===== src/rtl/rprc_pkg.sv =====
package rprc_pkg;

    // Field widths fixed by the host protocol
    localparam int POWER_W   = 16;
    localparam int CODE_W    = 8;
    localparam int MS_W      = 16;
    localparam int OP_W      = 2;
    localparam int REG_IDX_W = 2;
    localparam int CFG_W     = 16;
    localparam int TDATA_W   = 32;

    // Operation codes carried in s_tuser
    localparam logic [OP_W-1:0] OP_TICK         = 2'd0;
    localparam logic [OP_W-1:0] OP_SET_OUTPUT   = 2'd1;
    localparam logic [OP_W-1:0] OP_SET_SETPOINT = 2'd2;

    // Configuration register indexes
    localparam logic [REG_IDX_W-1:0] REG_RAMP_ENABLE  = 2'd0;
    localparam logic [REG_IDX_W-1:0] REG_RAMP_UP_MS   = 2'd1;
    localparam logic [REG_IDX_W-1:0] REG_RAMP_DOWN_MS = 2'd2;

    // Configuration reset values
    localparam logic [MS_W-1:0] RAMP_MS_RESET = 16'd1000;

    // Commands from the controller to the datapath
    typedef struct packed {
        logic capture;
        logic exec;
        logic ramp_setup;
        logic step_size;
        logic ramp_apply;
        logic tick_move;
        logic tick_settle;
        logic load_result;
    } dp_cmd_t;

    // Status from the datapath to the controller
    typedef struct packed {
        logic [OP_W-1:0] op;
        logic            ramp_go;
        logic            div_done;
    } dp_status_t;

endpackage


===== src/rtl/rf_power_ramp_controller.sv =====
// Flow: a tick beat passes exec, tick move and tick settle before its result
// is loaded; a command that needs no ramp goes from exec to the load; a
// ramp-starting command also waits on the bit-serial step-size divider.
// Throughput: one item at a time; the next beat can be taken in the cycle after the
// result is loaded, even while that result still waits on m_tready.
// Reset (rst_n, async low): output off, power, setpoint and ramp cleared.
module rf_power_ramp_controller
    import rprc_pkg::*;
#(
    parameter int TICK_MS   = 100,
    parameter int FRAC_BITS = 16
)
(
    input  logic                 clk,
    input  logic                 rst_n,
    input  logic                 s_tvalid,
    output logic                 s_tready,
    input  logic [TDATA_W-1:0]   s_tdata,   // command_code[7:0], turn_on[8], setpoint_value[24:9]
    input  logic [OP_W-1:0]      s_tuser,   // operation[1:0]
    output logic                 m_tvalid,
    input  logic                 m_tready,
    output logic [TDATA_W-1:0]   m_tdata,   // command_echo[7:0], status_code[8],
                                            // forward_power[24:9], output_on[25],
                                            // ramp_running[26]
    output logic                 m_tuser,   // is_reply[0]
    input  logic                 cfg_valid,
    output logic                 cfg_ready,
    input  logic [REG_IDX_W-1:0] cfg_index,
    input  logic [CFG_W-1:0]     cfg_data
);

    dp_cmd_t    cmd;
    dp_status_t status;

    assign cfg_ready = 1'b1;

    rprc_ctrl u_ctrl (
        .clk      (clk),
        .rst_n    (rst_n),
        .s_tvalid (s_tvalid),
        .s_tready (s_tready),
        .m_tvalid (m_tvalid),
        .m_tready (m_tready),
        .status   (status),
        .cmd      (cmd)
    );

    rprc_datapath #(
        .TICK_MS   (TICK_MS),
        .FRAC_BITS (FRAC_BITS)
    ) u_datapath (
        .clk       (clk),
        .rst_n     (rst_n),
        .cmd       (cmd),
        .status    (status),
        .s_tdata   (s_tdata),
        .s_tuser   (s_tuser),
        .cfg_write (cfg_valid),
        .cfg_index (cfg_index),
        .cfg_data  (cfg_data),
        .m_tdata   (m_tdata),
        .m_tuser   (m_tuser)
    );

endmodule


===== src/rtl/rprc_divider.sv =====
module rprc_divider
    import rprc_pkg::*;
#(
    parameter int DIVIDEND_W = 32,
    parameter int DIVISOR_W  = 16,
    parameter int CNT_W      = $clog2(DIVIDEND_W + 1)
)
(
    input  logic                  clk,
    input  logic                  rst_n,
    input  logic                  start,
    input  logic [DIVIDEND_W-1:0] dividend,
    input  logic [DIVISOR_W-1:0]  divisor,
    input  logic [CNT_W-1:0]      count,
    output logic                  done,
    output logic [DIVIDEND_W-1:0] quotient
);

    logic                  busy_reg, busy_next;
    logic                  done_reg, done_next;
    logic [CNT_W-1:0]      cnt_reg, cnt_next;
    logic [DIVISOR_W-1:0]  rem_reg, rem_next;
    logic [DIVIDEND_W-1:0] quo_reg, quo_next;
    logic [DIVISOR_W-1:0]  dvs_reg, dvs_next;
    logic [DIVISOR_W:0]    shifted;
    logic [DIVISOR_W:0]    trial;
    logic                  fits;

    // One restoring step: shift in the next dividend bit, subtract if it fits
    assign shifted = {rem_reg, quo_reg[DIVIDEND_W-1]};
    assign trial   = shifted - {1'b0, dvs_reg};
    assign fits    = (shifted >= {1'b0, dvs_reg});

    always_comb
    begin
        busy_next = busy_reg;
        done_next = 1'b0;
        cnt_next  = cnt_reg;
        rem_next  = rem_reg;
        quo_next  = quo_reg;
        dvs_next  = dvs_reg;
        if (start)
        begin
            busy_next = 1'b1;
            cnt_next  = count;
            rem_next  = '0;
            quo_next  = dividend;
            dvs_next  = divisor;
        end
        else if (busy_reg)
        begin
            rem_next = fits ? trial[DIVISOR_W-1:0] : shifted[DIVISOR_W-1:0];
            quo_next = {quo_reg[DIVIDEND_W-2:0], fits};
            cnt_next = cnt_reg - 1'b1;
            if (cnt_reg == CNT_W'(1))
            begin
                busy_next = 1'b0;
                done_next = 1'b1;
            end
        end
    end

    // Hold control state
    always_ff @(posedge clk or negedge rst_n)
    begin
        if (!rst_n)
        begin
            busy_reg <= 1'b0;
            done_reg <= 1'b0;
            cnt_reg  <= '0;
        end
        else
        begin
            busy_reg <= busy_next;
            done_reg <= done_next;
            cnt_reg  <= cnt_next;
        end
    end

    // Hold operands and partial results
    always_ff @(posedge clk)
    begin
        rem_reg <= rem_next;
        quo_reg <= quo_next;
        dvs_reg <= dvs_next;
    end

    assign done     = done_reg;
    assign quotient = quo_reg;

endmodule


===== src/rtl/rprc_datapath.sv =====
module rprc_datapath
    import rprc_pkg::*;
#(
    parameter int TICK_MS   = 100,
    parameter int FRAC_BITS = 16
)
(
    input  logic                 clk,
    input  logic                 rst_n,
    input  dp_cmd_t              cmd,
    output dp_status_t           status,
    input  logic [TDATA_W-1:0]   s_tdata,
    input  logic [OP_W-1:0]      s_tuser,
    input  logic                 cfg_write,
    input  logic [REG_IDX_W-1:0] cfg_index,
    input  logic [CFG_W-1:0]     cfg_data,
    output logic [TDATA_W-1:0]   m_tdata,
    output logic                 m_tuser
);

    localparam int ACC_W    = POWER_W + FRAC_BITS;
    localparam int EXT_W    = ACC_W + 2;
    localparam int CNT_W    = $clog2(ACC_W + 1);
    localparam int RECIP_SH = MS_W + $clog2(TICK_MS);
    localparam int PROD_W   = RECIP_SH + MS_W;
    localparam logic [MS_W:0]    RECIP        =
        (MS_W + 1)'(((64'd1 << RECIP_SH) + 64'(TICK_MS) - 64'd1) / 64'(TICK_MS));
    localparam logic [ACC_W:0]   ROUND_HALF   = (ACC_W + 1)'(1) << (FRAC_BITS - 1);
    localparam logic [CNT_W-1:0] CNT_SIZE     = CNT_W'(ACC_W);
    localparam int PAD_W = TDATA_W - (CODE_W + 1 + POWER_W + 2);

    // Configuration
    logic                 ramp_enable_reg;
    logic [MS_W-1:0]      ramp_up_ms_reg;
    logic [MS_W-1:0]      ramp_down_ms_reg;

    // Captured item
    logic [OP_W-1:0]      op_reg;
    logic [CODE_W-1:0]    code_reg;
    logic                 turn_on_reg;
    logic [POWER_W-1:0]   value_reg;

    // Ramp state
    logic [POWER_W-1:0]   setpoint_reg, setpoint_next;
    logic [POWER_W-1:0]   present_reg, present_next;
    logic [ACC_W-1:0]     acc_reg, acc_next;
    logic [ACC_W-1:0]     step_reg, step_next;
    logic [POWER_W-1:0]   target_reg, target_next;
    logic                 active_reg, active_next;
    logic                 rf_reg, rf_next;

    // Working registers
    logic                 toward_reg, toward_next;
    logic [POWER_W-1:0]   diff_reg, diff_next;
    logic [MS_W-1:0]      n_reg;
    logic                 moved_reg, moved_next;

    // Result register
    logic [TDATA_W-1:0]   res_tdata_reg;
    logic                 res_tuser_reg;

    // Divider hookup
    logic                 div_start;
    logic [ACC_W-1:0]     div_dividend;
    logic [MS_W-1:0]      div_divisor;
    logic [CNT_W-1:0]     div_count;
    logic                 div_done;
    logic [ACC_W-1:0]     div_quotient;

    // Combinational helpers
    logic [ACC_W:0]       round_sum;
    logic [POWER_W:0]     acc_round;
    logic [POWER_W-1:0]   target_sel;
    logic [MS_W-1:0]      ms_sel;
    logic [PROD_W-1:0]    steps_prod;
    logic [MS_W-1:0]      steps_q;
    logic [MS_W-1:0]      n_sat;
    logic [EXT_W-1:0]     acc_e;
    logic [EXT_W-1:0]     tgt_e;
    logic [EXT_W-1:0]     step2_e;
    logic [POWER_W-1:0]   present_new;
    logic                 is_reply;

    // Round the accumulator half up to whole watts
    assign round_sum = {1'b0, acc_reg} + ROUND_HALF;
    assign acc_round = round_sum[ACC_W:FRAC_BITS];

    assign acc_e   = {2'b00, acc_reg};
    assign tgt_e   = {2'b00, target_reg, {FRAC_BITS{1'b0}}};
    assign step2_e = {1'b0, step_reg, 1'b0};

    assign target_sel = toward_reg ? setpoint_reg : '0;
    assign present_new = moved_reg ? acc_round[POWER_W-1:0] : present_reg;
    assign is_reply = (op_reg == OP_SET_OUTPUT) || (op_reg == OP_SET_SETPOINT);

    // Count the ticks of a ramp by reciprocal multiplication, never below one
    assign steps_prod = PROD_W'(ms_sel) * PROD_W'(RECIP);
    assign steps_q    = steps_prod[PROD_W-1:RECIP_SH];
    assign n_sat      = (steps_q == '0) ? MS_W'(1) : steps_q;

    // Size the step with the bit-serial divider
    assign div_start    = cmd.step_size;
    assign div_dividend = {diff_reg, {FRAC_BITS{1'b0}}};
    assign div_divisor  = n_reg;
    assign div_count    = CNT_SIZE;

    rprc_divider #(
        .DIVIDEND_W (ACC_W),
        .DIVISOR_W  (MS_W),
        .CNT_W      (CNT_W)
    ) u_divider (
        .clk      (clk),
        .rst_n    (rst_n),
        .start    (div_start),
        .dividend (div_dividend),
        .divisor  (div_divisor),
        .count    (div_count),
        .done     (div_done),
        .quotient (div_quotient)
    );

    // Pick direction, difference and ramp time
    always_comb
    begin
        if (target_sel > present_reg)
        begin
            ms_sel    = ramp_up_ms_reg;
            diff_next = target_sel - present_reg;
        end
        else if (target_sel < present_reg)
        begin
            ms_sel    = ramp_down_ms_reg;
            diff_next = present_reg - target_sel;
        end
        else
        begin
            ms_sel    = ramp_up_ms_reg;
            diff_next = '0;
        end
    end

    // Next ramp state
    always_comb
    begin
        setpoint_next = setpoint_reg;
        present_next  = present_reg;
        acc_next      = acc_reg;
        step_next     = step_reg;
        target_next   = target_reg;
        active_next   = active_reg;
        rf_next       = rf_reg;
        toward_next   = toward_reg;
        moved_next    = moved_reg;

        // Apply commands that do not ramp
        if (cmd.exec)
        begin
            toward_next = (op_reg == OP_SET_SETPOINT) || turn_on_reg;
            if ((op_reg == OP_SET_OUTPUT) && (rf_reg != turn_on_reg) && !ramp_enable_reg)
            begin
                present_next = turn_on_reg ? setpoint_reg : '0;
                rf_next      = turn_on_reg;
            end
            if (op_reg == OP_SET_SETPOINT)
            begin
                setpoint_next = value_reg;
                if (!ramp_enable_reg && rf_reg)
                begin
                    present_next = value_reg;
                end
            end
        end

        if (cmd.ramp_setup)
        begin
            target_next = target_sel;
        end

        // Start the ramp once the step size is known
        if (cmd.ramp_apply)
        begin
            step_next   = (div_quotient == '0) ? ACC_W'(1) : div_quotient;
            acc_next    = {present_reg, {FRAC_BITS{1'b0}}};
            active_next = 1'b1;
            if (toward_reg)
            begin
                rf_next = 1'b1;
            end
        end

        // Advance the accumulator one step, snap when the next would pass
        if (cmd.tick_move)
        begin
            moved_next = 1'b0;
            if (active_reg && (acc_round != {1'b0, target_reg}))
            begin
                moved_next = 1'b1;
                if (acc_e < tgt_e)
                begin
                    if (acc_e + step2_e > tgt_e)
                        acc_next = tgt_e[ACC_W-1:0];
                    else
                        acc_next = acc_reg + step_reg;
                end
                else if (acc_e > tgt_e)
                begin
                    if (acc_e < tgt_e + step2_e)
                        acc_next = tgt_e[ACC_W-1:0];
                    else
                        acc_next = acc_reg - step_reg;
                end
            end
        end

        // Update power and end the ramp at the target
        if (cmd.tick_settle && active_reg)
        begin
            present_next = present_new;
            if (present_new == target_reg)
            begin
                active_next = 1'b0;
                acc_next    = '0;
                if (present_new == '0)
                begin
                    rf_next = 1'b0;
                end
            end
        end
    end

    // Hold configuration and ramp state
    always_ff @(posedge clk or negedge rst_n)
    begin
        if (!rst_n)
        begin
            ramp_enable_reg  <= 1'b1;
            ramp_up_ms_reg   <= RAMP_MS_RESET;
            ramp_down_ms_reg <= RAMP_MS_RESET;
            setpoint_reg     <= '0;
            present_reg      <= '0;
            acc_reg          <= '0;
            step_reg         <= '0;
            target_reg       <= '0;
            active_reg       <= 1'b0;
            rf_reg           <= 1'b0;
        end
        else
        begin
            if (cfg_write)
            begin
                unique case (cfg_index)
                    REG_RAMP_ENABLE:  ramp_enable_reg  <= cfg_data[0];
                    REG_RAMP_UP_MS:   ramp_up_ms_reg   <= cfg_data;
                    REG_RAMP_DOWN_MS: ramp_down_ms_reg <= cfg_data;
                    default:          ;
                endcase
            end
            setpoint_reg <= setpoint_next;
            present_reg  <= present_next;
            acc_reg      <= acc_next;
            step_reg     <= step_next;
            target_reg   <= target_next;
            active_reg   <= active_next;
            rf_reg       <= rf_next;
        end
    end

    // Hold item, working values and the result beat
    always_ff @(posedge clk)
    begin
        if (cmd.capture)
        begin
            op_reg      <= s_tuser;
            code_reg    <= s_tdata[CODE_W-1:0];
            turn_on_reg <= s_tdata[CODE_W];
            value_reg   <= s_tdata[CODE_W+POWER_W:CODE_W+1];
        end
        if (cmd.ramp_setup)
        begin
            diff_reg <= diff_next;
            n_reg    <= n_sat;
        end
        toward_reg <= toward_next;
        moved_reg  <= moved_next;
        if (cmd.load_result)
        begin
            res_tdata_reg <= {{PAD_W{1'b0}}, active_reg, rf_reg, present_reg, 1'b0,
                              is_reply ? code_reg : {CODE_W{1'b0}}};
            res_tuser_reg <= is_reply;
        end
    end

    assign status.op       = op_reg;
    assign status.ramp_go  = ramp_enable_reg &&
                             (((op_reg == OP_SET_OUTPUT) && (rf_reg != turn_on_reg)) ||
                              (op_reg == OP_SET_SETPOINT));
    assign status.div_done = div_done;

    assign m_tdata = res_tdata_reg;
    assign m_tuser = res_tuser_reg;

endmodule


===== src/rtl/rprc_ctrl.sv =====
module rprc_ctrl
    import rprc_pkg::*;
(
    input  logic       clk,
    input  logic       rst_n,
    input  logic       s_tvalid,
    output logic       s_tready,
    output logic       m_tvalid,
    input  logic       m_tready,
    input  dp_status_t status,
    output dp_cmd_t    cmd
);

    typedef enum logic [2:0] {
        ST_IDLE,
        ST_EXEC,
        ST_TICK_MOVE,
        ST_TICK_SETTLE,
        ST_SETUP,
        ST_DIV_START,
        ST_DIV_SIZE,
        ST_FINISH
    } state_t;

    state_t state_reg, state_next;
    logic   out_valid_reg, out_valid_next;

    always_comb
    begin
        state_next     = state_reg;
        out_valid_next = out_valid_reg && !m_tready;
        cmd            = '0;
        unique case (state_reg)
            ST_IDLE:
            begin
                if (s_tvalid)
                begin
                    cmd.capture = 1'b1;
                    state_next  = ST_EXEC;
                end
            end
            // Dispatch on the operation
            ST_EXEC:
            begin
                cmd.exec = 1'b1;
                if (status.op == OP_TICK)
                    state_next = ST_TICK_MOVE;
                else if (status.ramp_go)
                    state_next = ST_SETUP;
                else
                    state_next = ST_FINISH;
            end
            ST_TICK_MOVE:
            begin
                cmd.tick_move = 1'b1;
                state_next    = ST_TICK_SETTLE;
            end
            ST_TICK_SETTLE:
            begin
                cmd.tick_settle = 1'b1;
                state_next      = ST_FINISH;
            end
            ST_SETUP:
            begin
                cmd.ramp_setup = 1'b1;
                state_next     = ST_DIV_START;
            end
            // Start sizing the step once tick count and difference are held
            ST_DIV_START:
            begin
                cmd.step_size = 1'b1;
                state_next    = ST_DIV_SIZE;
            end
            ST_DIV_SIZE:
            begin
                if (status.div_done)
                begin
                    cmd.ramp_apply = 1'b1;
                    state_next     = ST_FINISH;
                end
            end
            // Load the result beat once the output register frees up
            ST_FINISH:
            begin
                if (!out_valid_reg || m_tready)
                begin
                    cmd.load_result = 1'b1;
                    out_valid_next  = 1'b1;
                    state_next      = ST_IDLE;
                end
            end
        endcase
    end

    always_ff @(posedge clk or negedge rst_n)
    begin
        if (!rst_n)
        begin
            state_reg     <= ST_IDLE;
            out_valid_reg <= 1'b0;
        end
        else
        begin
            state_reg     <= state_next;
            out_valid_reg <= out_valid_next;
        end
    end

    assign s_tready = (state_reg == ST_IDLE);
    assign m_tvalid = out_valid_reg;

endmodule


===== config.mk =====
export PLATFORM = sky130hd
export DESIGN_NAME = rf_power_ramp_controller
export DESIGN_NICKNAME = d
export VERILOG_FILES = /design/src/rtl/rprc_pkg.sv /design/src/rtl/rf_power_ramp_controller.sv /design/src/rtl/rprc_divider.sv /design/src/rtl/rprc_datapath.sv /design/src/rtl/rprc_ctrl.sv
export SDC_FILE = /design/constraint.sdc
export NUM_CORES = 1
export LEC_CHECK = 0
export ABC_AREA = 0
export BUFFER_PORTS_ARGS = -buffer_cell sky130_fd_sc_hd__buf_4
export CAP_MARGIN = 20
export CORE_AREA = 2 2 288 205
export DETAILED_ROUTE_END_ITERATION = 6
export DIE_AREA = 0 0 290 207
export PLACE_DENSITY_LB_ADDON = 0.3
export SLEW_MARGIN = 20
export SYNTH_ARGS = -nofsm -noshare
export SYNTH_HDL_FRONTEND = slang
export SYNTH_SLANG_ARGS = --single-unit

===== constraint.sdc =====
create_clock -name clk -period 9.06 [get_ports clk]
set_input_delay 1.812 -clock clk [delete_from_list [all_inputs] [get_ports clk]]
set_output_delay 1.812 -clock clk [all_outputs]
set_load 0.05 [all_outputs]

==> impl_metrics.py <==
metrics = {
    "run_status": {
        "status": "finished clean",
    },
    "final_layout": {
        "multi_input_area_um2": 18700,
        "drive_above_1_share": 0.0979,
        "diodes": 0,
        "seq_area_um2": 7880,
        "fillers": 5170,
        "area.growth.synth_to_final_pct": 9.23,
        "final_nets": 3746,
    },
    "die": {
        "die_w_um": 290,
        "start_util": 0.493,
        "core-area_um2": 57500,
        "die_area_um2": 60000,
        "rows": 74,
        "fp.dieH_um": 207,
        "num_io_pins": 93,
    },
    "clocking": {
        "path_clk_slew_ps": 80,
        "clk_latency_ps": 620,
        "cts_made_buffers": 31,
        "cts_buffer_depth": 3,
        "clkSinkCount": 299,
        "htreeDepth": 1,
        "cts_resized": 0,
        "cts_setup_buffers": 0,
        "cts_root_buffer": "clkbuf_16",
        "postCtsHoldBufs": 0,
        "cts_tree": "built",
    },
    "timing": {
        "skew_ps": 31.9,
        "fmax_mhz": 116,
        "hold_viol_final": 0,
        "period_needed_ps": 8610,
        "period_share": 0.950,
        "rsz0062_at_grt": "no",
        "worst_slew_pin_slew_ps": 1150,
        "slew_headroom": 0.235,
        "setup-violations-final": 0,
        "setup-tns-final_ps": 0,
        "slew_viol_final": 0,
    },
    "critical_path": {
        "path_delay_family": "adder cells",
        "max_stage_delay_ps": 550,
        "ff2ff_setup_slack_ps": 450,
        "critPathSlowestCell": "fa_1",
        "cp.required_ps": 9480,
        "arrival_ps": 9030,
        "rr_endpoint": "u_datapath.div_divisor[0]",
        "crit_type": "register to register",
        "ff2ff_path_depth": 31,
        "cp-end-kind": "register",
        "path_max_fanout": 13,
        "r2r_start": "u_datapath.toward_reg",
        "path_depth": 31,
        "crit_buf_inv": 5,
        "setup.worst_path.start_class": "register",
        "cpMostUsedCell": "fa_1",
    },
    "worst_hold_path": {
        "worstHoldStart": "u_datapath.div_divisor[3]",
        "hold_end": "u_datapath.u_divider.dvs_reg[3]",
        "hold_depth": 0,
        "hold_class": "register to register",
    },
    "synthesis": {
        "yosysWarnings": 0,
        "async_flop_share": 0.532,
        "netlist_instances": 3181,
        "synth_ff_type": "dfrtp_1",
        "avgSynthCellArea_um2": 8.91,
        "yosys_register_bits": 299,
        "ys_seq_area_frac": 0.278,
        "synth_area_um2": 28300,
        "synth_edf_count": 108,
        "yosysUniqueCellTypes": 106,
    },
    "grt": {
        "antenna_found_initial": 0,
        "overflow": 0,
        "grt_pass1_vias": 24000,
        "grt.total_usage": 0.288,
        "grt_pass1_wl_um": 138000,
        "grt_max_degree": 96,
    },
    "drt": {
        "ant_nets": 0,
        "wl_per_cell_um": 22.0,
        "via_per_inst": 6.21,
        "drt_wl_total_um": 88500,
        "dr.pass1.iters": 5,
        "drt_iter0_drc": 2794,
        "drc": 0,
        "num_vias": 25000,
    },
    "place": {
        "place.gp.congestion": 1.01,
        "post-dp-hpwl_um": 69200,
        "io_buffers": 78,
    },
    "flow_run": {
        "maxCapViolCount": 0,
    },
}
final cells by class:
| class | count | area share |
|---|---|---|
| multi-input combinational | 2426 | 0.605 |
| tap | 760 | 0.0307 |
| clock buffer | 43 | 0.0278 |
| clock inverter | 15 | 0.00566 |
| timing repair buffer | 144 | 0.0358 |
| inverter | 330 | 0.0400 |
| sequential | 299 | 0.255 |
how the worst max path moves through the flow:
stage                                      endpoint  slack [ps]             startpoint
final                     u_datapath.div_divisor[0]         450  u_datapath.toward_reg
after global routing      u_datapath.div_divisor[0]           4  u_datapath.toward_reg
after CTS                 u_datapath.div_divisor[0]         300  u_datapath.toward_reg
after detailed placement  u_datapath.div_divisor[0]         340  u_datapath.toward_reg
after global placement    u_datapath.div_divisor[0]         490  u_datapath.toward_reg
after floorplan           u_datapath.div_divisor[0]         490  u_datapath.toward_reg
cells in the mapped netlist, types with 19 or more instances:
cell	instances	share of area
nand2_1	285	0.038
xor2_1	42	0.013
and2_1	24	0.0053
a211o_1	19	0.0059
fa_1	106	0.075
or3_1	19	0.0042
a211oi_1	41	0.011
ha_1	351	0.16
mux2i_1	39	0.014
a31oi_1	27	0.0060
and3_1	28	0.0062
nor2_1	204	0.027
clkbuf_1	108	0.014
a221oi_1	24	0.0074
o211ai_1	27	0.0072
o21bai_1	26	0.0069
nand4_1	36	0.0079
nand3_1	59	0.010
o21ai_0	199	0.035
xnor2_1	69	0.021
dfrtp_1	146	0.13
o21a_1	30	0.0079
nor3_1	49	0.0087
dfxtp_1	32	0.023
inv_1	329	0.044
mux2_2	54	0.021
nor2b_1	37	0.0082
a21oi_1	214	0.038
a21o_1	80	0.021
nor4_1	30	0.0066
nand2b_1	46	0.010
edfxtp_1	108	0.11
layer usage:
layer / share of wire / track usage / vias up
met3: 0.12 / 0.0769 / 135
met2: 0.40 / 0.406 / 1238
li1: - / - / 11500
met5: 0 / 0 / -
met1: 0.46 / 0.438 / 12100
met4: 0.020 / 0.0580 / 0
logic make-up after synthesis:
| logic type | after synthesis | share of synthesized area |
|---|---|---|
| muxes | 94 | 0.0358 |
| buffers and inverters | 461 | 0.0634 |
| other | 2 | 0.000265 |
| AOI/OAI and AO/OA | 862 | 0.203 |
| DFF | 299 | 0.278 |
| adders and majority gates | 457 | 0.230 |
| and+or+nand+nor | 893 | 0.154 |
| xor gates and xnor gates | 113 | 0.0359 |
layout by cell type, fill, tap and decap left out, types with 27 or more instances in the layout:
master and instances:
clkbuf_16 31, nand2_1 284, dfrtp_1 145, nand2b_1 46, inv_1 328, xnor2_1 69, xor2_1 42, nor4_1 29
nand4_1 36, mux2_2 54, dfxtp_1 32, nor2_1 203, fa_1 106, a21oi_1 212, nand3_1 59, edfxtp_1 108
a21o_1 80, and3_1 27, nor2b_1 36, nor3_1 48, o211ai_1 27, ha_1 351, o21ai_0 199, buf_4 140
mux2i_1 39, a211oi_1 41, o21a_1 30
through the flow:
stage	utilization	setup WS, ps	area [um2]	std cells	hold slack [ps]
6_report	0.538	450	30900	4017	408
5_1_grt	0.538	4.24	30900	4017	408
4_1_cts	0.537	298	30900	4016	409
3_5_place_dp	0.519	342	29900	3958	405
3_3_place_gp	0.519	494	29900	3958	402
2_1_floorplan	-	493	28400	3186	400
worst reg2reg max path, delay by kind of cell (launching register included):
kind | cells | cell delay [ps]
flops | 1 | 450
fa+ha+maj | 8 | 3400
compound gates | 9 | 1820
mux | 1 | 100
buf+inv | 5 | 730
simple gates | 8 | 1920
Power is not shown: default switching activity piles up to over one toggle a cycle in this logic, so the estimate is an artifact.
